`src/rtl/core/bls_pkg.sv`:
```
// ----------------------------------------------------------------------------
// bls_pkg
// Shared widths, command and status codes for the bounded lifo stack.
// ----------------------------------------------------------------------------
`default_nettype none

package bls_pkg;

  localparam int unsigned DEPTH_DEF = 8;

  localparam int unsigned WORD_W   = 32;
  localparam int unsigned CMD_W    = 2;
  localparam int unsigned STATUS_W = 2;

  localparam logic [CMD_W-1:0] CMD_PUSH    = 2'd0;
  localparam logic [CMD_W-1:0] CMD_POP     = 2'd1;
  localparam logic [CMD_W-1:0] CMD_DISPLAY = 2'd2;

  localparam logic [STATUS_W-1:0] ST_OK    = 2'd0;
  localparam logic [STATUS_W-1:0] ST_FULL  = 2'd1;
  localparam logic [STATUS_W-1:0] ST_EMPTY = 2'd2;

  localparam logic [WORD_W-1:0] WORD_ZERO = '0;
  localparam logic [WORD_W-1:0] WORD_ONES = '1;

  // memory port strobes
  typedef struct packed {
    logic wr_en;
    logic rd_en;
  } ram_ctrl_t;

endpackage

`default_nettype wire

```
`src/rtl/core/bounded_lifo_stack_top.sv`:
```
// ----------------------------------------------------------------------------
// bounded_lifo_stack_top
// Fixed-depth lifo stack of signed words with push, pop and display commands.
// ----------------------------------------------------------------------------
// The stack words live in a synchronous memory with a registered read; only the
// fill count and control state are cleared by reset, so no clearing pass is
// needed. A push writes and answers straight from idle. A pop runs request,
// memory read and result load. A display repeats memory read and result load
// per stored word, each paying the memory read latency; an empty pop or display
// and a full push answer straight from idle. Command code 3 is dropped with no
// result. The result sits in an output register, so a new request is taken in
// the same cycle the previous result is handed over.
`default_nettype none

module bounded_lifo_stack_top #(
  parameter int unsigned DEPTH = bls_pkg::DEPTH_DEF
) (
  input  wire                              clk_i,
  input  wire                              rst_ni,
  // request channel
  input  wire                              s_axis_tvalid_i,
  output logic                             s_axis_tready_o,
  input  wire  [bls_pkg::WORD_W-1:0]       s_axis_tdata_i,   // push_value[31:0]
  input  wire  [bls_pkg::CMD_W-1:0]        s_axis_tuser_i,   // cmd[1:0]
  // result channel
  output logic                             m_axis_tvalid_o,
  input  wire                              m_axis_tready_i,
  output logic [bls_pkg::WORD_W-1:0]       m_axis_tdata_o,   // data_word[31:0]
  output logic [bls_pkg::STATUS_W-1:0]     m_axis_tuser_o,   // status[1:0]
  output logic                             m_axis_tlast_o
);

  localparam int unsigned AW = (DEPTH > 1) ? $clog2(DEPTH) : 1;
  localparam int unsigned CW = $clog2(DEPTH + 1);

  localparam logic [1:0] S_IDLE = 2'd0;
  localparam logic [1:0] S_WAIT = 2'd1;
  localparam logic [1:0] S_DATA = 2'd2;

  logic [1:0]    state_q, state_d;
  logic [CW-1:0] count_q, count_d;
  logic [AW-1:0] idx_q, idx_d;
  logic          disp_q, disp_d;

  logic                         out_valid_q, out_valid_d;
  logic [bls_pkg::WORD_W-1:0]   out_data_q, out_data_d;
  logic [bls_pkg::STATUS_W-1:0] out_status_q, out_status_d;
  logic                         out_last_q, out_last_d;

  bls_pkg::ram_ctrl_t         ram_ctrl;
  logic [AW-1:0]              rd_addr;
  logic [bls_pkg::WORD_W-1:0] rd_data;

  logic          out_free;
  logic          req_acc;
  logic          is_full;
  logic          is_empty;
  logic [CW-1:0] count_dec;

  assign out_free  = !out_valid_q || m_axis_tready_i;
  assign s_axis_tready_o = (state_q == S_IDLE) && out_free;
  assign req_acc   = s_axis_tvalid_i && s_axis_tready_o;
  assign is_full   = (count_q == CW'(DEPTH));
  assign is_empty  = (count_q == '0);
  assign count_dec = count_q - CW'(1);

  always_comb begin
    state_d      = state_q;
    count_d      = count_q;
    idx_d        = idx_q;
    disp_d       = disp_q;
    out_valid_d  = out_valid_q && !m_axis_tready_i;
    out_data_d   = out_data_q;
    out_status_d = out_status_q;
    out_last_d   = out_last_q;
    ram_ctrl     = '0;
    rd_addr      = idx_q;

    case (state_q)
      S_IDLE: begin
        if (req_acc) begin
          case (s_axis_tuser_i)
            bls_pkg::CMD_PUSH: begin
              out_valid_d = 1'b1;
              out_data_d  = bls_pkg::WORD_ZERO;
              out_last_d  = 1'b1;
              if (is_full) begin
                out_status_d = bls_pkg::ST_FULL;
              end else begin
                out_status_d   = bls_pkg::ST_OK;
                ram_ctrl.wr_en = 1'b1;
                count_d        = count_q + CW'(1);
              end
            end
            bls_pkg::CMD_POP, bls_pkg::CMD_DISPLAY: begin
              if (is_empty) begin
                out_valid_d  = 1'b1;
                out_status_d = bls_pkg::ST_EMPTY;
                out_last_d   = 1'b1;
                out_data_d   = (s_axis_tuser_i == bls_pkg::CMD_POP) ?
                               bls_pkg::WORD_ONES : bls_pkg::WORD_ZERO;
              end else begin
                ram_ctrl.rd_en = 1'b1;
                rd_addr        = count_dec[AW-1:0];
                idx_d          = count_dec[AW-1:0];
                disp_d         = (s_axis_tuser_i == bls_pkg::CMD_DISPLAY);
                state_d        = S_WAIT;
                if (s_axis_tuser_i == bls_pkg::CMD_POP) begin
                  count_d = count_dec;
                end
              end
            end
            default: ;
          endcase
        end
      end
      S_WAIT: begin
        state_d = S_DATA;
      end
      S_DATA: begin
        if (out_free) begin
          out_valid_d  = 1'b1;
          out_data_d   = rd_data;
          out_status_d = bls_pkg::ST_OK;
          out_last_d   = !disp_q || (idx_q == '0);
          if (!disp_q || (idx_q == '0)) begin
            state_d = S_IDLE;
          end else begin
            // walk down toward the bottom word
            idx_d          = idx_q - AW'(1);
            rd_addr        = idx_q - AW'(1);
            ram_ctrl.rd_en = 1'b1;
            state_d        = S_WAIT;
          end
        end
      end
      default: begin
        state_d = S_IDLE;
      end
    endcase
  end

  always_ff @(posedge clk_i or negedge rst_ni) begin
    if (!rst_ni) begin
      state_q     <= S_IDLE;
      count_q     <= '0;
      out_valid_q <= 1'b0;
      disp_q      <= 1'b0;
      idx_q       <= '0;
    end else begin
      state_q     <= state_d;
      count_q     <= count_d;
      out_valid_q <= out_valid_d;
      disp_q      <= disp_d;
      idx_q       <= idx_d;
    end
  end

  always_ff @(posedge clk_i) begin
    out_data_q   <= out_data_d;
    out_status_q <= out_status_d;
    out_last_q   <= out_last_d;
  end

  bls_ram #(
    .DEPTH (DEPTH),
    .AW    (AW)
  ) u_ram (
    .clk_i     (clk_i),
    .ctrl_i    (ram_ctrl),
    .wr_addr_i (count_q[AW-1:0]),
    .wr_data_i (s_axis_tdata_i),
    .rd_addr_i (rd_addr),
    .rd_data_o (rd_data)
  );

  assign m_axis_tvalid_o = out_valid_q;
  assign m_axis_tdata_o  = out_data_q;
  assign m_axis_tuser_o  = out_status_q;
  assign m_axis_tlast_o  = out_last_q;

endmodule

`default_nettype wire

```
`src/rtl/core/bls_ram.sv`:
```
// ----------------------------------------------------------------------------
// bls_ram
// Simple dual-port word memory, one write and one registered read per cycle.
// ----------------------------------------------------------------------------
`default_nettype none

module bls_ram #(
  parameter int unsigned DEPTH = bls_pkg::DEPTH_DEF,
  parameter int unsigned AW    = (DEPTH > 1) ? $clog2(DEPTH) : 1
) (
  input  wire                           clk_i,
  input  wire  bls_pkg::ram_ctrl_t      ctrl_i,
  input  wire  [AW-1:0]                 wr_addr_i,
  input  wire  [bls_pkg::WORD_W-1:0]    wr_data_i,
  input  wire  [AW-1:0]                 rd_addr_i,
  output logic [bls_pkg::WORD_W-1:0]    rd_data_o
);

  logic [bls_pkg::WORD_W-1:0] mem [DEPTH];

  always_ff @(posedge clk_i) begin
    if (ctrl_i.wr_en) begin
      mem[wr_addr_i] <= wr_data_i;
    end
  end

  // read data holds until the next read strobe
  always_ff @(posedge clk_i) begin
    if (ctrl_i.rd_en) begin
      rd_data_o <= mem[rd_addr_i];
    end
  end

endmodule

`default_nettype wire
```
`config.mk`:
```
export PLATFORM = sky130hd
export DESIGN_NAME = bounded_lifo_stack_top
export DESIGN_NICKNAME = d
export VERILOG_FILES = /design/src/rtl/core/bls_pkg.sv /design/src/rtl/core/bounded_lifo_stack_top.sv /design/src/rtl/core/bls_ram.sv
export SDC_FILE = /design/constraint.sdc
export NUM_CORES = 1
export LEC_CHECK = 0
export BUFFER_PORTS_ARGS = -buffer_cell sky130_fd_sc_hd__buf_2
export CORE_ASPECT_RATIO = 1.25
export CORE_UTILIZATION = 54
export DETAILED_ROUTE_END_ITERATION = 7
export PLACE_DENSITY = 0.75
export SYNTH_ARGS = -nofsm -noshare
export SYNTH_HDL_FRONTEND = slang
export SYNTH_HIERARCHICAL = 1
export SYNTH_SLANG_ARGS = --single-unit
```
`constraint.sdc`:
```
create_clock -name clk_i -period 4 [get_ports clk_i]
set_clock_uncertainty 0.2 [all_clocks]
set_input_delay 0.2 -clock clk_i [delete_from_list [all_inputs] [get_ports clk_i]]
set_output_delay 0.2 -clock clk_i [all_outputs]
set_load 0.01 [all_outputs]
```
Word-level counts from Yosys, hierarchy flattened
Memory sizes are Yosys's and may differ from the RTL's. A register that Yosys moved wholly into a read port is not among the register bits.
Index checks and enable logic that the tools add are counted.
{"block": "totals", "input_bits": 38, "elab_cells": 95, "mem_count": 1, "reg_bits": 46, "mem_bits_rw": 256}
{"name": "u_ram.mem", "depth": 8, "word_bits": 32, "read_ports": 1, "rd_clocked_by_memory_dff": 1, "write_ports": 1, "line_no": "bls_ram.sv:19", "source": "logic [bls_pkg::WORD_W-1:0] mem [DEPTH];"}
{"block": "op_classes", "add_sub_neg": 3, "n_eq_ne": 14, "bitwise_logic": 1, "n_reduce_logical": 19, "n_mux": 49}
{"cell": "$mux W32", "count": 4}
{"cell": "$pmux W32 S2", "count": 2}
{"cell": "$mux W1", "count": 17}
{"cell": "$mux W2", "count": 8}
{"cell": "$mux W3", "count": 5}
{"cell": "$mux W4", "count": 3}
{"cell": "$ne A2 B2 Y1 const B", "count": 6}
{"cell": "$pmux W1 S2", "count": 5}
{"cell": "$pmux W2 S2", "count": 2}
{"cell": "$pmux W4 S2", "count": 1}
{"cell": "$reduce_and A4 Y1", "count": 2}
{"cell": "$pmux W2 S3", "count": 1}
{"cell": "$pmux W3 S2", "count": 1}
{"cell": "$reduce_and A6 Y1", "count": 1}
{"cell": "$reduce_and A5 Y1", "count": 1}
{"cell": "$add A4 B1 Y4 const B", "count": 1}
{"cell": "$eq A2 B1 Y1 const B", "count": 2}
{"cell": "$eq A2 B2 Y1 const B", "count": 2}
{"cell": "$eq A4 B4 Y1 const B", "count": 1}
{"cell": "$logic_not A2 Y1", "count": 2}
{"cell": "$logic_not A4 Y1", "count": 1}
{"cell": "$reduce_bool A2 Y1", "count": 2}
{"cell": "$sub A4 B1 Y4 const B", "count": 1}
{"cell": "$logic_and A1 B1 Y1", "count": 3}
{"cell": "other kinds (9)", "count": 12}

Longest topological paths before layout
Gate-level depths: netlist of the first run.
{"block": "depth", "depth_word": 8, "ltp_mapped": 11}

By module
Netlist of the first run, hierarchy kept.
{"module": "bls_ram", "cells_per_inst": 415, "n_inst": 1, "area_each_um2": 10786.6, "seq_area_each_um2": 8648.3}
{"module": "bounded_lifo_stack_top", "cells_per_inst": 166, "n_inst": 1, "area_each_um2": 2205.9, "seq_area_each_um2": 1326.3}

Worst setup path before layout of the first run
Ideal clock, no wire load.
{"block": "synth_timing", "path_kind": "reg-to-reg", "startpoint": "reg count_q[0]", "endpoint": "mem u_ram/mem[4][0] (netlist bit), enable pin", "stages_incl_launch_ff": 8, "period_less_slack_ns": 4.050, "path_slack_ns": -0.050, "arrival_time_ns": 3.389, "path_buffers": 0, "cell_sequence": "dfrtp_1 -> inv_1 -> ha_1 -> nand3b_1 -> nand2_1 -> nor2_1 -> nand2_1 -> nor3_1"}
{"element": "start, declared", "line_no": "bounded_lifo_stack_top.sv:41", "source": "logic [CW-1:0] count_q, count_d;"}
{"element": "start signal, assigned", "line_no": "bounded_lifo_stack_top.sv:152", "source": "count_q <= count_d;"}
{"element": "end, declared", "line_no": "bls_ram.sv:19"}

Worst setup path after layout of the first run
{"block": "layout_timing", "startpoint": "reg count_q[0]", "endpoint": "reg u_ram/rd_data_o[27] (netlist bit), read port of u_ram.mem (data pin)"}
{"block": "layout_via", "elab_chain_len": 5, "word_cells_on_any_way": 10, "cone_classes": "1 x add/sub; 8 x mux; 1 x reduce/logical"}
{"element": "$sub A4 B1 Y4 or $logic_not A4 Y1 (tied branches)", "line_no": "bounded_lifo_stack_top.sv:65, bounded_lifo_stack_top.sv:64"}
{"element": "$mux W3 *", "line_no": "bounded_lifo_stack_top.sv:96", "source": "if (is_empty) begin"}
{"element": "$mux W3 *"}
{"element": "$mux W3 *", "line_no": "bounded_lifo_stack_top.sv:81", "source": "if (req_acc) begin"}
{"element": "$pmux W3 S2 *", "line_no": "bounded_lifo_stack_top.sv:79", "source": "case (state_q)"}
{"element": "net idx_d[0]", "line_no": "bounded_lifo_stack_top.sv:42", "source": "logic [AW-1:0] idx_q, idx_d;"}
{"element": "end, declared", "line_no": "bls_ram.sv:16", "source": "output logic [bls_pkg::WORD_W-1:0] rd_data_o"}
The timed path passes the listed nets; every way through them passes the cells marked *.
A chain may end at the register's enable or synchronous reset.

==> results of run 1 <==
cells in the mapped netlist, drive strengths merged, types with 3 or more instances:
cell / number
dfrtp: 11
mux4: 64
nor3: 3
mux2: 34
a21oi: 3
nand3: 6
clkbuf: 4
inv: 7
edfxtp: 323
ha: 8
nand2: 6
buf: 25
a21o: 34
nand2b: 8
mux2i: 3
and2: 4
nor2: 12
worst max-delay path, stage by stage, from the launching register on:
cell      delay, ns
dfrtp_1        0.47
inv_1          0.19
ha_1           0.23
nand2b_1       0.12
o2111a_1       0.35
o21bai_1       0.18
a221o_4        0.41
buf_12         0.26
mux4_1         0.57
mux2_2         0.28
flip-flops by register name (all words and copies together) (netlist names):
signal and cells:
u_ram/mem 256, m_axis_tdata_o 32, m_axis_tuser_o 2, state_q 2
m_axis_tlast_o 1, count_q 4, m_axis_tvalid_o 1, idx_q 3
u_ram/rd_data_o 32, disp_q 1
cell type report:
class                      instances  share of cell area (%)
sequential                       334                   66.06
multi-input combinational        211                   19.13
timing repair buffer             132                   6.497
clock buffer                      34                   4.931
tap                              292                   2.420
clock inverter                    18                  0.7790
inverter                           7                  0.1740
report_power, final:
part / internal (W) / switching [W]
Combinational: 0.00169 / 0.00155
Sequential: 0.00444 / 0.000164
Clock: 0.00139 / 0.00115
Total: 0.00752 / 0.00286
worst max path at each step:
stage / from / end / slack, ns / depth (start not counted)
3_5_place_dp: count_q[0] / u_ram/rd_data_o[27] / 0.49 / 9
4_1_cts: count_q[0] / u_ram/rd_data_o[27] / 0.48 / 9
6_report: count_q[0] / u_ram/rd_data_o[27] / 0.48 / 9
5_1_grt: count_q[0] / u_ram/rd_data_o[8] / 0.28 / 9
2_1_floorplan: count_q[0] / u_ram/mem[4][0] / -0.05 / 7
3_3_place_gp: count_q[0] / u_ram/rd_data_o[6] / 0.56 / 9
logic make-up after synthesis:
group                    Yosys count  share of synthesized area [%]
XOR/XNOR                           4                         0.2697
AND/OR/NAND/NOR                   47                          2.080
buffers and inverters             36                          1.666
adder cells (fa/ha/maj)            8                         0.7704
flip-flops                       334                          76.77
AO/OA/AOI/OAI                     51                          2.986
multiplexers                     101                          15.46
stage by stage:
stage	TNS [ns]	total power (W)	worst slack [ns]	utilization, %
2_1_floorplan	-3.157	0.007081	-0.04972	-
3_3_place_gp	0	0.007820	0.5575	58.51
3_5_place_dp	0	0.007905	0.4876	58.51
4_1_cts	0	0.01049	0.4760	63.85
5_1_grt	0	0.01083	0.2795	63.85
6_report	0	0.01039	0.4798	63.85
metal layers:
| layer | share of wire (%) | track usage, % | up-vias |
|---|---|---|---|
| li1 | - | - | 2697 |
| met5 | 0 | 0 | - |
| met3 | 6.4 | 3.381 | 42 |
| met1 | 39 | 25.78 | 3137 |
| met4 | 2.1 | 6.341 | 0 |
| met2 | 52 | 35.22 | 216 |
placed cells by master, fill, tap and decap left out, drive strengths merged, types with 2 or more instances in the layout:
cell type / instances
xnor2: 2
mux2: 34
nand3: 6
a21oi: 3
nor2b: 2
mux2i: 3
nor3: 3
xor2: 2
buf: 92
dfrtp: 11
clkbuf: 34
clkinv: 14
edfxtp: 323
ha: 8
dlygate4sd3: 40
nand2: 6
a21o: 34
clkinvlp: 2
a221o: 2
inv: 8
nor2: 12
mux4: 64
and2: 4
nand2b: 8
o21ai: 2
timing repair:
item / CTS / global route
buffers inserted: 0 / 0
hold buffers: 40 / 0
hold endpoints to repair: 273 / 0
==> run metrics, run 1 <==
status=complete, no violations; crit path max fanout=22; top cell type's share of synthesized area=74.65%; count of buffers from port buffering=74; clk buf depth=3; Pins Over Slew Limit=0; Via density=between 5 and 6; Post-Route WL=23.96 mm; setup violators final=0; Clock Root Buffer=clkbuf_16; Core ar.=approximately 0.024 sq mm; Syn Nets=approximately 630; initial antenna violation count=0; Power Density=687.9 mW/mm^2; R2R depth=9; dpl cells=936; post-route cell area=0.01510 sq mm; die width=about 140 um; Main synth FF type=edfxtp_1; flip-flop and latch count after synthesis=334; GRT Total Usage=approximately 20%; Synth-to-Final Area Change=16.21%; total CTS buffers=29; CP arrival=3.61 ns; kind of critical path=flop to flop; fin crit share=about 90%; CTS tree=done; Max Cap Viol=0; area of the multi-input gates=approximately 0.0029 sq mm; worst r2r src=count_q[0]; Post-synth EDFFs=323; initial DRC count=445; Area contributors post-synth=edfxtp_1 75%, mux4_1 8.1%, mux4_2 4.2%; placed inst area=0.01384 sq mm; Worst Hold Slack=~0.26 ns; GRT overflow=0; fin nets=761; later-pin clock latency in the skew report=0.54 ns; Max Clk Rate=284.1 MHz; area leader, netlist=edfxtp_1; worst r2r dst=u_ram/rd_data_o[27]; Routed Antenna Nets=0; Worst setup EP type=flop; Post-CTS Resized=0; kind of start point of the critical path=flop; Filler Cell Count=1553; post-synthesis async set-or-reset flop share=3.293%; worst slew pin tran=0.6592 ns; Ports=75; pin count of the biggest net entering global routing=55; fraction of layout cells with a size suffix above 1=28.94%; hold depth=2; Hold Crit Start=s_axis_tdata_i[2]; sequential area share after synthesis=76.77%; Max rail drop VDD=405.9 uV; Post-route DRC=0; die area=0.02469 sq mm; DR pass1 iterations=5; Syn Inst Count=581; Ys Warns=6; Final min period=3.520 ns; Required @ worst endpoint=between 4 and 5 ns; worst reg2reg setup slack=0.48 ns; H-tree depth=1; RSZ-0062 raised after global routing=no; Starting Density=between 50% and 60%; first-pass GRT wire length=36.62 mm; Die H=175.4 um; Rows=63; Reg clk slew, reported paths=roughly 0.07 ns; Routed WL per cell=approximately 23 um; hpwl dp=around 13 mm; Via Count=6092; relative slew slack=55.95%; Yosys cell types=45; Final Non-Filler Cells=1028; final hold violation count=0; Worst Hold Endpoint=u_ram/mem[2][2]; HP Class=input pin to flop; Pleak=approximately 5.3 nW; Avg Cell Area, Syn=between 20 and 25 sq um; mapped cell area=approximately 0.013 sq mm; vias in the first global route=about 6400; gpl congestion=approximately 0.81; Register Area=0.009975 sq mm; clk sink count=about 330; number of diodes=0
No activity file was read; power rests on OpenSTA's default activity.
==> run 2: changes to the inputs <==
--- a/config.mk
+++ b/config.mk
@@ -7,6 +7,7 @@
 export LEC_CHECK = 0
 export BUFFER_PORTS_ARGS = -buffer_cell sky130_fd_sc_hd__buf_2
 export CORE_ASPECT_RATIO = 1.25
+export CORE_MARGIN = 4
 export CORE_UTILIZATION = 54
 export DETAILED_ROUTE_END_ITERATION = 7
 export PLACE_DENSITY = 0.75
==> run metrics, run 2 (synthesis gave the netlist of run 1 again) <==
pin count of the biggest net entering global routing=36 (was 55); final setup margin=0.3783 ns (was 0.4798 ns); # hold bufs at CTS=39 (was 40); Rows=63 (unchanged); Via density=5.705 (was 5.926); clk buf depth=3 (unchanged); Starting Density=54.76% (was 54.94%); later-pin clock latency in the skew report=0.55 ns (was 0.54 ns); status=complete, no violations (unchanged); setup_tns=0 ns (unchanged); commonest non-fill, non-tap cells in the layout=323 x edfxtp_1, 74 x buf_2, 40 x mux4_1 (was 323 x edfxtp_1, 74 x buf_2, 40 x dlygate4sd3_1, 40 x mux4_1, 33 x mux2_2); number of diodes=0 (unchanged); CTS tree=done (unchanged); total CTS buffers=29 (unchanged); initial antenna violation count=0 (unchanged); Placement Setup Slack=0.3704 ns (was 0.4876 ns); HP Class=input pin to flop (unchanged); clk sink count=334 (unchanged); Routed Antenna Nets=0 (unchanged); Max Cap Viol=0 (unchanged); Worst setup EP type=flop (unchanged); relative slew slack=33.57% (was 55.95%); first-pass GRT wire length=37.99 mm (was 36.62 mm); kind of start point of the critical path=flop (unchanged); Via Count=6059 (was 6092); Routed WL per cell=22.89 um (was 23.30 um); Final Non-Filler Cells=1062 (was 1028); Power Density=715.3 mW/mm^2 (was 687.9 mW/mm^2); die area=0.02662 sq mm (was 0.02469 sq mm); Clock Root Buffer=clkbuf_16 (unchanged); DR pass1 iterations=5 (unchanged); die width=146.7 um (was 140.7 um); crit path max fanout=20 (was 22); H-tree depth=1 (unchanged); Pins Over Slew Limit=0 (unchanged); Required @ worst endpoint=4.10 ns (was 4.09 ns); final hold violation count=0 (unchanged); Post-Route WL=24.31 mm (was 23.96 mm); commonest non-fill, non-tap cell in the layout=edfxtp_1 (unchanged); placed inst area=0.01386 sq mm (was 0.01384 sq mm); hpwl dp=13.38 mm (was 13.06 mm); post-CTS setup buffer count=0 (unchanged); Max Clk Rate=276.1 MHz (was 284.1 MHz); Ports=75 (unchanged); Top Usage Layer GRT=met2 (unchanged); Die H=181.4 um (was 175.4 um); worst slew pin tran=0.9965 ns (was 0.6592 ns); CP arrival=3.72 ns (was 3.61 ns); initial DRC count=446 (was 445); number of flip-flops in the largest register=256 (unchanged); RSZ-0062 raised after global routing=no (unchanged); dpl cells=970 (was 936); fin nets=761 (unchanged); Pleak=5.385 nW (was 5.305 nW); GRT Total Usage=18.56% (was 20.11%); met1 usage=23.76% (was 25.78%); Filler Cell Count=1509 (was 1553); setup violators final=0 (unchanged); gpl congestion=0.7415 (was 0.8071); Max rail drop VDD=332.3 uV (was 405.9 uV); vias in the first global route=6406 (was 6384); fin crit share=90.54% (was 88.01%); Reg clk slew, reported paths=0.06 ns (was 0.07 ns); kind of critical path=flop to flop (unchanged); met2 Usage GRT=32.98% (was 35.22%); Synth-to-Final Area Change=17.85% (was 16.21%); Largest Register=u_ram/mem (unchanged); count of buffers from port buffering=74 (unchanged); Final min period=3.622 ns (was 3.520 ns); post-route cell area=0.01531 sq mm (was 0.01510 sq mm); Post-route DRC=0 (unchanged); Post-CTS Resized=0 (unchanged); Core ar.=0.02373 sq mm (was 0.02365 sq mm); GRT overflow=0 (unchanged); met3 Track Usage GR=3.195% (was 3.381%); Worst Hold Slack=0.01131 ns (was 0.2603 ns); fraction of layout cells with a size suffix above 1=29.85% (was 28.94%)
-- run 2: layout make-up --
| type | instances | area [sq um] | share of cell area [%] |
|---|---|---|---|
| Clock buffer | 32 | 737.0 | 4.813 |
| Clock inverter | 21 | 325.3 | 2.125 |
| Inverter | 7 | 26.28 | 0.1716 |
| Multi-Input combinational cell | 211 | 2889 | 18.87 |
| Sequential cell | 334 | 9975 | 65.14 |
| Tap cell | 325 | 406.6 | 2.656 |
| Timing Repair Buffer | 132 | 953.4 | 6.226 |
-- run 2: metal layers --
metal  up-vias  routed length, um
met3        34               1493
met5         -                  0
met2       195              12900
met1      3134               9473
met4         0                442
li1       2696                  -
-- run 2: worst paths after layout --
check | start | end | slack [ns] | depth (start not counted)
setup / recovery | count_q[0] | u_ram/rd_data_o[18] | 0.38 | 9
hold / removal | s_axis_tuser_i[0] | disp_q | 0.01 | 4
setup reg to reg | count_q[0] | u_ram/rd_data_o[18] | 0.38 | 9
hold reg to reg | u_ram/rd_data_o[17] | m_axis_tdata_o[17] | 0.32 | 1
max in group asynchronous | rst_ni | disp_q | 2.72 | 3
min in group asynchronous | rst_ni | count_q[3] | 0.50 | 3
-- run 2: power breakdown --
| part | total, W | switching [W] | leakage, nW | internal (W) |
|---|---|---|---|---|
| Clock | 0.00306 | 0.00121 | 0.510 | 0.00185 |
| Sequential | 0.00461 | 0.000172 | 3.06 | 0.00444 |
| Combinational | 0.00328 | 0.00158 | 1.81 | 0.00170 |
| Total | 0.0110 | 0.00296 | 5.38 | 0.00799 |
-- run 2: stage by stage --
step | power [W] | utilization (%)
2_1_floorplan | 0.007081 | -
3_3_place_gp | 0.007833 | 58.41
3_5_place_dp | 0.007944 | 58.41
4_1_cts | 0.01105 | 64.54
5_1_grt | 0.01145 | 64.54
6_report | 0.01095 | 64.54
-- run 2: worst max-delay path: stages, from the launching register on --
cell	delay, ns
dfrtp_1	0.48
inv_1	0.19
ha_1	0.23
nand2b_1	0.13
o2111a_1	0.34
o21bai_1	0.18
a221o_4	0.44
buf_4	0.32
mux4_1	0.59
mux2_2	0.27
==> run 3: changes to the inputs <==
--- a/config.mk
+++ b/config.mk
@@ -8,9 +8,9 @@
 export BUFFER_PORTS_ARGS = -buffer_cell sky130_fd_sc_hd__buf_2
 export CORE_ASPECT_RATIO = 1.25
 export CORE_MARGIN = 4
-export CORE_UTILIZATION = 54
+export CORE_UTILIZATION = 50
 export DETAILED_ROUTE_END_ITERATION = 7
-export PLACE_DENSITY = 0.75
+export PLACE_DENSITY = 0.7
 export SYNTH_ARGS = -nofsm -noshare
 export SYNTH_HDL_FRONTEND = slang
 export SYNTH_HIERARCHICAL = 1
==> run metrics, run 3 (synthesis gave the netlist of run 1 again) <==
Buf/Inv on CP=2 (unchanged); Sw Share=27.35% (was 27.04%); total CTS buffers=30 (was 29); Largest Register=u_ram/mem (unchanged); kind of start point of the critical path=flop (unchanged); gpl congestion=0.7792 (was 0.7415); Ports=75 (unchanged); setup violators final=0 (unchanged); Gate power share=30.9% (was 29.9%); CP arrival=3.62 ns (was 3.72 ns); post-route cell area=0.01528 sq mm (was 0.01531 sq mm); clk sink count=334 (unchanged); Core ar.=0.02546 sq mm (was 0.02373 sq mm); Power Density=700.2 mW/mm^2 (was 715.3 mW/mm^2); Max Clk Rate=283.1 MHz (was 276.1 MHz); Slowest Stage Delay on Critical Path=0.58 ns (was 0.59 ns); Routed Antenna Nets=0 (unchanged); Post-route DRC=0 (unchanged); Starting Density=51.04% (was 54.76%); DR pass1 iterations=4 (was 5); kind of critical path=flop to flop (unchanged); Via Count=6068 (was 6059); Critical-path top delay cell=mux4_1 (unchanged); commonest non-fill, non-tap cells in the layout=323 x edfxtp_1, 74 x buf_2, 40 x dlygate4sd3_1, 40 x mux4_1, 33 x mux2_2 (was 323 x edfxtp_1, 74 x buf_2, 40 x mux4_1); initial DRC count=324 (was 446); Post-CTS Resized=0 (unchanged); Final min period=3.532 ns (was 3.622 ns); clk buf depth=3 (unchanged); Design Power=0.01070 W (was 0.01095 W); worst reg2reg setup slack=0.47 ns (was 0.38 ns); Die H=188.2 um (was 181.4 um); critical path, cell by cell=inv_1 -> ha_1 -> nand2b_1 -> o2111a_1 -> o21bai_1 -> a221o_4 -> buf_4 -> mux4_1 -> mux2_2 (unchanged); later-pin clock latency in the skew report=0.54 ns (was 0.55 ns); pin count of the biggest net entering global routing=34 (was 36); Rows=65 (was 63); vias in the first global route=6385 (was 6406); Required @ worst endpoint=4.09 ns (was 4.10 ns); final hold violation count=0 (unchanged); Synth-to-Final Area Change=17.60% (was 17.85%); fraction of layout cells with a size suffix above 1=29.51% (was 29.85%); H-tree depth=1 (unchanged); Worst Hold Endpoint=u_ram/mem[2][20] (was disp_q); Clock Power Share=26.0% (was 27.9%); dpl cells=981 (was 970); R2R depth=9 (unchanged); Clock Root Buffer=clkbuf_16 (unchanged); count of buffers from port buffering=74 (unchanged); Reg clk slew, reported paths=0.06 ns (about the same); commonest non-fill, non-tap cell in the layout=edfxtp_1 (unchanged); number of flip-flops in the largest register=256 (unchanged); first-pass GRT wire length=37.72 mm (was 37.99 mm); status=complete, no violations (unchanged); worst r2r dst=u_ram/rd_data_o[12] (was u_ram/rd_data_o[18]); Via density=5.629 (was 5.705); crit path max fanout=13 (was 20); Pins Over Slew Limit=0 (unchanged); hold depth=2 (was 4); Max rail drop VDD=465.6 uV (was 332.3 uV); Post-Route WL=24.56 mm (was 24.31 mm); CTS tree=done (unchanged); worst slew pin tran=0.6221 ns (was 0.9965 ns); Final Non-Filler Cells=1078 (was 1062); RSZ-0062 raised after global routing=no (unchanged); hpwl dp=13.52 mm (was 13.38 mm); HP Class=input pin to flop (unchanged); fin nets=764 (was 761); Hold Crit Start=s_axis_tdata_i[20] (was s_axis_tuser_i[0]); P_int=0.007772 W (was 0.007991 W); worst r2r src=count_q[0] (unchanged); GRT overflow=0 (unchanged); fin crit share=88.30% (was 90.54%); die width=152.2 um (was 146.7 um); die area=0.02864 sq mm (was 0.02662 sq mm); Pleak=5.369 nW (was 5.385 nW); relative slew slack=58.53% (was 33.57%); Top delay family on crit path=compound AO/OA/AOI/OAI gates (unchanged); placed inst area=0.01390 sq mm (was 0.01386 sq mm); setup_tns=0 ns (unchanged); initial antenna violation count=1 (was 0); GRT Total Usage=17.06% (was 18.56%); Routed WL per cell=22.79 um (was 22.89 um); sequential cell fraction of total power=43.1% (was 42.1%); Sw Pwr=0.002927 W (was 0.002961 W); Max Cap Viol=0 (unchanged); Worst setup EP type=flop (unchanged)
-- run 3: worst max path at each step --
stage	cells past startpoint	slack (ns)	startpoint	to
2_1_floorplan	7	-0.05	count_q[0]	u_ram/mem[4][0]
5_1_grt	9	0.30	count_q[0]	u_ram/rd_data_o[11]
4_1_cts	9	0.46	count_q[0]	u_ram/rd_data_o[12]
6_report	9	0.47	count_q[0]	u_ram/rd_data_o[12]
3_3_place_gp	9	0.59	count_q[0]	u_ram/rd_data_o[16]
3_5_place_dp	9	0.47	count_q[0]	u_ram/rd_data_o[12]
-- run 3: per-layer routing --
layer / vias to the layer above / share of wire, % / wire length, um / track usage (%)
met1: 3178 / 40 / 9817 / 21.64
met5: - / 0 / 0 / 0
met2: 145 / 53 / 13020 / 30.82
li1: 2706 / - / - / -
met3: 39 / 4.8 / 1171 / 2.481
met4: 0 / 2.3 / 555 / 4.877
-- run 3: area by class of cell --
type,instances,area (sq um)
repair buffers,134,996.0
well taps,335,419.2
diodes,1,2.502
inverters,7,26.28
fillers,1742,10180
clock buffers,36,794.5
multi-input cells,211,2889
flip-flops and latches,334,9975
clock inverters,20,177.7
-- run 3: power by group through the flow --
| stage | Clock [W] | Sequential [W] | Combinational (W) |
|---|---|---|---|
| finish | 0.00279 | 0.00461 | 0.00330 |
| global placement | 0 | 0.00467 | 0.00323 |
| floorplan | 0 | 0.00470 | 0.00238 |
| global route | 0.00301 | 0.00464 | 0.00353 |
| detailed placement | 0 | 0.00468 | 0.00330 |
| CTS | 0.00285 | 0.00461 | 0.00336 |
-- run 3: timing repair --
action / in CTS / in global routing
hold buffers: 40 / 0
setup endpoints to repair: 0 / 0
buffers inserted: 0 / 0
hold endpoints to repair: 274 / 0
-- run 3: per-stage QoR --
| stage | util (%) | hold slack, ns | worst slack (ns) |
|---|---|---|---|
| after detailed placement | 54.62 | -0.1152 | 0.4717 |
| after global routing | 60.02 | 0.2615 | 0.3004 |
| after CTS | 60.01 | 0.2385 | 0.4604 |
| after global placement | 54.62 | -0.1143 | 0.5851 |
| after floorplan | - | -0.2956 | -0.04972 |
| final | 60.02 | 0.2556 | 0.4679 |
